File: src/sv/imucf_pkg.sv
// shared types and constants for the pitch/roll complementary filter
`default_nettype none
package imucf_pkg;

  localparam int AngleMax = 11796480;
  localparam int YawK     = 1172079;
  localparam int DegK     = 3754951;
  localparam int CordicStart = 652032874;
  localparam int MaxSteps = 24;

  // configuration register indexes
  localparam logic [2:0] REG_OFS_X  = 3'd0;
  localparam logic [2:0] REG_OFS_Y  = 3'd1;
  localparam logic [2:0] REG_OFS_Z  = 3'd2;
  localparam logic [2:0] REG_GAIN   = 3'd3;
  localparam logic [2:0] REG_WEIGHT = 3'd4;
  localparam logic [2:0] REG_PTRIM  = 3'd5;
  localparam logic [2:0] REG_RTRIM  = 3'd6;

  // datapath operation codes
  typedef enum logic [3:0] {
    OP_NONE,
    OP_LOAD,     // latch sample, corrected rates
    OP_GYRO,     // multiply rate by gain, integrate
    OP_SINARG,   // sine argument
    OP_SIN,      // one cordic rotation step
    OP_CPL_P,    // pitch coupling
    OP_CPL_R,    // roll coupling
    OP_SQ,       // squares for one axis
    OP_SQRT,     // one square root step
    OP_ATAN,     // one cordic vectoring step
    OP_DEG,      // radians to degrees, trim
    OP_BLEND_M,  // blend products
    OP_BLEND     // blend sum, store state
  } op_e;

  typedef struct packed {
    op_e        op;
    logic       init;  // first step of the square root op
    logic       sel;   // 0 pitch axis, 1 roll axis
    logic [4:0] idx;   // cordic step index
  } cmd_t;

  typedef struct packed {
    logic sqrt_done;
  } sts_t;

  function automatic logic signed [31:0] atan_lut(input logic [4:0] i);
    case (i)
      5'd0: atan_lut = 32'sd843314856;  5'd1: atan_lut = 32'sd497837829;
      5'd2: atan_lut = 32'sd263043836;  5'd3: atan_lut = 32'sd133525158;
      5'd4: atan_lut = 32'sd67021686;   5'd5: atan_lut = 32'sd33543515;
      5'd6: atan_lut = 32'sd16775850;   5'd7: atan_lut = 32'sd8388437;
      5'd8: atan_lut = 32'sd4194282;    5'd9: atan_lut = 32'sd2097149;
      5'd10: atan_lut = 32'sd1048575;   5'd11: atan_lut = 32'sd524287;
      5'd12: atan_lut = 32'sd262143;    5'd13: atan_lut = 32'sd131071;
      5'd14: atan_lut = 32'sd65535;     5'd15: atan_lut = 32'sd32767;
      5'd16: atan_lut = 32'sd16383;     5'd17: atan_lut = 32'sd8191;
      5'd18: atan_lut = 32'sd4095;      5'd19: atan_lut = 32'sd2047;
      5'd20: atan_lut = 32'sd1023;      5'd21: atan_lut = 32'sd511;
      5'd22: atan_lut = 32'sd255;       5'd23: atan_lut = 32'sd127;
      default: atan_lut = 32'sd0;
    endcase
  endfunction

  function automatic logic signed [24:0] sat25(input logic signed [39:0] v);
    if (v > 40'sd11796480) sat25 = 25'sd11796480;
    else if (v < -40'sd11796480) sat25 = -25'sd11796480;
    else sat25 = v[24:0];
  endfunction

endpackage
`default_nettype wire

File: src/sv/imucf_ctrl.sv
// sequencer that steps the datapath through one sample
`default_nettype none
module imucf_ctrl import imucf_pkg::*; #(
  parameter int Steps = 16
) (
  input  wire  clk_i,
  input  wire  rst_ni,
  input  wire  in_valid_i,
  output logic in_ready_o,
  output logic out_valid_o,
  input  wire  out_ready_i,
  input  sts_t sts_i,
  output cmd_t cmd_o
);

  localparam int NSteps = (Steps < MaxSteps) ? Steps : MaxSteps;

  typedef enum logic [3:0] {
    S_IDLE, S_GYRO, S_SINARG, S_SIN, S_CPLP, S_CPLR, S_SQ, S_SQRT,
    S_ATAN, S_DEG, S_BLM, S_BL, S_OUT
  } state_e;

  state_e     state_q;
  logic [4:0] idx_q;
  logic       sel_q;
  logic       init_q;

  assign in_ready_o  = (state_q == S_IDLE);
  assign out_valid_o = (state_q == S_OUT);

  // command decode
  always_comb begin
    cmd_o.init = init_q;
    cmd_o.sel  = sel_q;
    cmd_o.idx  = idx_q;
    case (state_q)
      S_IDLE:   cmd_o.op = in_valid_i ? OP_LOAD : OP_NONE;
      S_GYRO:   cmd_o.op = OP_GYRO;
      S_SINARG: cmd_o.op = OP_SINARG;
      S_SIN:    cmd_o.op = OP_SIN;
      S_CPLP:   cmd_o.op = OP_CPL_P;
      S_CPLR:   cmd_o.op = OP_CPL_R;
      S_SQ:     cmd_o.op = OP_SQ;
      S_SQRT:   cmd_o.op = OP_SQRT;
      S_ATAN:   cmd_o.op = OP_ATAN;
      S_DEG:    cmd_o.op = OP_DEG;
      S_BLM:    cmd_o.op = OP_BLEND_M;
      S_BL:     cmd_o.op = OP_BLEND;
      default:  cmd_o.op = OP_NONE;
    endcase
  end

  // state register
  always_ff @(posedge clk_i or negedge rst_ni) begin
    if (!rst_ni) begin
      state_q <= S_IDLE;
      idx_q   <= '0;
      sel_q   <= 1'b0;
      init_q  <= 1'b0;
    end else begin
      init_q <= 1'b0;
      case (state_q)
        S_IDLE: if (in_valid_i) state_q <= S_GYRO;
        S_GYRO: state_q <= S_SINARG;
        S_SINARG: begin
          state_q <= S_SIN;
          idx_q   <= '0;
        end
        S_SIN: begin
          if (idx_q == 5'(NSteps - 1)) state_q <= S_CPLP;
          else idx_q <= idx_q + 5'd1;
        end
        S_CPLP: state_q <= S_CPLR;
        S_CPLR: begin
          state_q <= S_SQ;
          sel_q   <= 1'b0;
        end
        S_SQ: begin
          state_q <= S_SQRT;
          init_q  <= 1'b1;
        end
        S_SQRT: begin
          if (!init_q && sts_i.sqrt_done) begin
            state_q <= S_ATAN;
            idx_q   <= '0;
          end
        end
        S_ATAN: begin
          if (idx_q == 5'(NSteps - 1)) state_q <= S_DEG;
          else idx_q <= idx_q + 5'd1;
        end
        S_DEG: begin
          if (sel_q) state_q <= S_BLM;
          else begin
            sel_q   <= 1'b1;
            state_q <= S_SQ;
          end
        end
        S_BLM: state_q <= S_BL;
        S_BL:  state_q <= S_OUT;
        S_OUT: if (out_ready_i) state_q <= S_IDLE;
        default: state_q <= S_IDLE;
      endcase
    end
  end

endmodule
`default_nettype wire

File: config.mk
export PLATFORM = sky130hd
export DESIGN_NAME = imucf_ctrl
export DESIGN_NICKNAME = d
export VERILOG_FILES = /design/src/sv/imucf_pkg.sv /design/src/sv/imucf_ctrl.sv
export SDC_FILE = /design/constraint.sdc
export NUM_CORES = 1
export LEC_CHECK = 0
export BUFFER_PORTS_ARGS = -buffer_cell sky130_fd_sc_hd__buf_2
export CAP_MARGIN = 20
export CORE_MARGIN = 4
export CORE_UTILIZATION = 31
export DETAILED_ROUTE_END_ITERATION = 10
export GPL_TIMING_DRIVEN = 0
export PLACE_DENSITY = 0.61
export SETUP_SLACK_MARGIN = 0.3
export SKIP_LAST_GASP = 1
export SLEW_MARGIN = 15
export SYNTH_ARGS = -nofsm -noshare
export SYNTH_HDL_FRONTEND = slang
export SYNTH_SLANG_ARGS = --single-unit
File: constraint.sdc
create_clock -name clk_i -period 2.69 [get_ports clk_i]
set_input_delay 0.538 -clock clk_i [delete_from_list [all_inputs] [get_ports clk_i]]
set_output_delay 0.538 -clock clk_i [all_outputs]
set_load 0.1 [all_outputs]
======== Yosys cells after proc, flatten, opt, wreduce, memory -nomap -nowiden ========
Cells that the tools add are included.
operators by class
  add/sub/neg operators ................... 1
  equality and inequality tests ........... 19
  mux-type cells .......................... 14
  reductions and logical operators ........ 8
operators by type and width
  cell                 count
  $pmux 4 s13          1
  $pmux 4 s12          1
  $mux 4               6
  $eq 4x4->1 const B   5
  $eq 4x3->1 const B   4
  $pmux 5 s3           1
  $mux 5               2
  $ne 2x2->1 const B   5
  $eq 4x2->1 const B   2
  $add 5x1->5 const B  1
  $eq 5x4->1 const B   1
  $reduce_and 5->1     1
  $eq 4x1->1 const B   1
  $logic_not 4->1      1
  $reduce_and 3->1     1
  $reduce_bool 3->1    1
  $mux 1               2
  $ne 2x1->1 const B   1
  $pmux 1 s2           1
  $reduce_bool 2->1    1
  $reduce_or 2->1      1
  $logic_and 1x1->1    1
  $logic_not 1->1      1
word-level totals
  bits in registers ....................... 11
  bits of input ports ..................... 5
  output and inout bits ................... 13
  logic and storage cells ................. 46

======== Longest topological paths before layout ========
  depth in word-level cells ............... 4
  mapped depth ............................ 8
  gate-level depth less buffers ........... 8

======== Worst setup path after synthesis ========
OpenSTA, ideal clock, no wires.
  path type ............................... flip-flop to output port
  start point ............................. register state_q[2]
  end point ............................... output out_valid_o
  arrival time ............................ 3.698 ns
  data required time ...................... 2.152 ns
  slack ................................... -1.546 ns
  stages on the path, launching flop included .. 4
  buffers on the path ..................... 1
  cells stage by stage .................... dfrtp_1 -> clkbuf_1 -> inv_1 -> nor4_1
between the ends
  longest elaborated chain between the ends .. 1
ends and longest elaborated chain
  what                      RTL line          source
  start: declaration        imucf_ctrl.sv:23  state_e state_q;
  start signal: assignment  imucf_ctrl.sv:56  state_q <= S_IDLE;
  start signal: assignment  imucf_ctrl.sv:63  S_IDLE: if (in_valid_i) state_q <= S_GYRO;
  start signal: assignment  imucf_ctrl.sv:64  S_GYRO: state_q <= S_SINARG;
  $eq 4x4->1                imucf_ctrl.sv:29  assign out_valid_o = (state_q == S_OUT);
  end: declaration          imucf_ctrl.sv:10  output logic out_valid_o,
No other way between the ends.

==> impl_metrics.json <==
{
  "fill_cells": 253,
  "gp_congestion": 0.849,
  "setup_violations": 0,
  "tritoncts": "built",
  "syn_to_final_growth_pct": 26.4,
  "dieHeight_um": 57.2,
  "routed_wl_um": 1820,
  "ant_nets": 0,
  "numCtsBuffers": 3,
  "overflow": 0,
  "cts_sinks": 11,
  "port-buffer-count": 17,
  "die_area_mm2": 0.00327,
  "drc": 0,
  "synth_area_um2": 749,
  "rows": 17,
  "clk_latency_ps": 270,
  "grt_max_degree": 12,
  "drt-wirelength-per-cell_um": 13.7,
  "worst_clock_skew_ps": 3.02,
  "grt_setup_unrepaired": "false",
  "vias_per_cell": 5.44,
  "n_antenna_cell": 0,
  "slew_headroom": 0.675,
  "final_common_cell": "buf_2",
  "chipWidth_um": 57.2,
  "grt_usage": 0.116,
  "fin_nets": 113,
  "setup_tns_ps": 0,
  "ys_ff_latch": 11,
  "cts_hold_buf": 0,
  "synth_area_per_cell_um2": 8.92,
  "cts_root_buf": "clkbuf_4",
  "hold_viol_final": 0,
  "netlist-cell-type-count": 33,
  "ys_seq_area_frac": 0.367,
  "antenna_found_initial": 0,
  "drt_iter0_drc": 8,
  "syn-instance-count": 84,
  "yosysWarnings": 0,
  "core_area_mm2": 0.00225,
  "ys_top_cells_by_area": "dfrtp_1 (37%), o21ai_0 (6.0%), inv_1 (4.5%)",
  "grt_pass1_vias": 645,
  "synth.top_cell.area_share": 0.367,
  "worst_pin_slew_ps": 485,
  "layout_common_cells": "buf_2 (17), inv_1 (9), o21ai_0 (7), dfrtp_1 (7), nand2_1 (6)",
  "critPathArrivalTime_ps": 1740,
  "start_kind": "flip-flop",
  "post-route-period-util": 0.845,
  "initial_core_util": 0.332,
  "critPathCaptureType": "output port",
  "crit_required_ps": 2150,
  "cap_violations": 0,
  "status": "completed",
  "syn_nets": 91,
  "dr.pass1.iters": 4,
  "drive_gt1_frac": 0.410,
  "hold_class": "in -> async",
  "path_max_fanout": 10,
  "clk_pin_slew_ps": 80,
  "pin_count": 18,
  "yosysTopAreaCell": "dfrtp_1",
  "max_freq_mhz": 440,
  "cts_buffer_depth": 2,
  "via_count": 723,
  "grt_pass1_wl_um": 2970,
  "cts_htree_levels": 1,
  "hpwlAfterDp_um": 1340,
  "slew_viol_final": 0,
  "fin_crit_ps": 2270,
  "path_class": "reg -> out"
}
[area by class of cell]
cell class | count | area, µm² | share of cell area
clock buffer | 4 | 26.3 | 0.0277
timing repair buffer | 17 | 91.3 | 0.0964
sequential | 11 | 280 | 0.296
multi-input combinational | 57 | 439 | 0.464
buffer | 7 | 41.3 | 0.0436
inverter | 9 | 33.8 | 0.0357
tap | 28 | 35.0 | 0.0370
[metal layers]
metal / GRT usage / wire length [µm] / up-vias
li1: - / - / 356
met1: 0.151 / 847 / 345
met2: 0.171 / 819 / 18
met3: 0.0271 / 117 / 4
met4: 0.0728 / 34 / 0
met5: 0 / 0 / -
[synth_stat cells, drive strengths merged]
master,instances
dfrtp,11
o21ai,11
inv,9
nand2,6
a211oi,4
buf,4
nor4,4
o31ai,4
a21oi,3
clkbuf,3
nand2b,3
a31oi,2
ha,2
nand3,2
o22ai,2
a22oi,1
a32o,1
and3b,1
mux2,1
nand4b,1
nor2,1
nor2b,1
nor3,1
o311ai,1
o32a,1
o32ai,1
o41ai,1
or4b,1
xnor2,1
[worst max-delay path, stage by stage (launching register included)]
cell	delay, ps
dfrtp_1	450
clkbuf_2	250
xnor2_1	180
a21oi_2	130
buf_2	440
[kinds of logic (layout without fill, tap and decap cells)]
group / count (synthesis) / in the layout / share of synthesized area
flip-flops: 11 / 11 / 0.367
multiplexers: 1 / 1 / 0.0200
AND/OR/NAND/NOR: 21 / 21 / 0.164
XOR/XNOR: 1 / 1 / 0.0117
AO/OA/AOI/OAI: 32 / 32 / 0.307
adder cells (fa/ha/maj): 2 / 2 / 0.0334
buffers and inverters: 16 / 37 / 0.0968
[path summary, 6_finish.rpt]
kind	from	to	slack, ps	depth (start not counted)
max in group asynchronous	rst_ni	idx_q[0]$_DFFE_PN0P_	2340	1
max	state_q[0]$_DFFE_PN0P_	cmd_o[8]	420	4
max reg2reg	idx_q[0]$_DFFE_PN0P_	idx_q[3]$_DFFE_PN0P_	540	8
min	rst_ni	state_q[2]$_DFFE_PN0P_	120	1
min in group clk_i	idx_q[0]$_DFFE_PN0P_	idx_q[0]$_DFFE_PN0P_	510	1
min reg2reg	idx_q[0]$_DFFE_PN0P_	idx_q[0]$_DFFE_PN0P_	510	1
[flip-flops by register name (all words and copies together) (netlist names)]
name     cells
idx_q        5
init_q       1
sel_q        1
state_q      4
[repair_timing]
action,4_1_cts,5_1_grt
gates resized for setup,2,3
setup endpoints to repair,3,1
setup buffers,0,0
[stage by stage]
stage	setup WS (ps)	cells	hold WS (ps)	instance area [µm²]	util
2_1_floorplan	-274	84	242	792	-
3_3_place_gp	321	129	426	912	0.405
3_5_place_dp	321	129	432	912	0.405
4_1_cts	252	133	124	941	0.417
5_1_grt	307	133	130	947	0.420
6_report	416	133	121	947	0.420
Power is not shown: default switching activity piles up to over one toggle a cycle in this logic, so the estimate is an artifact.
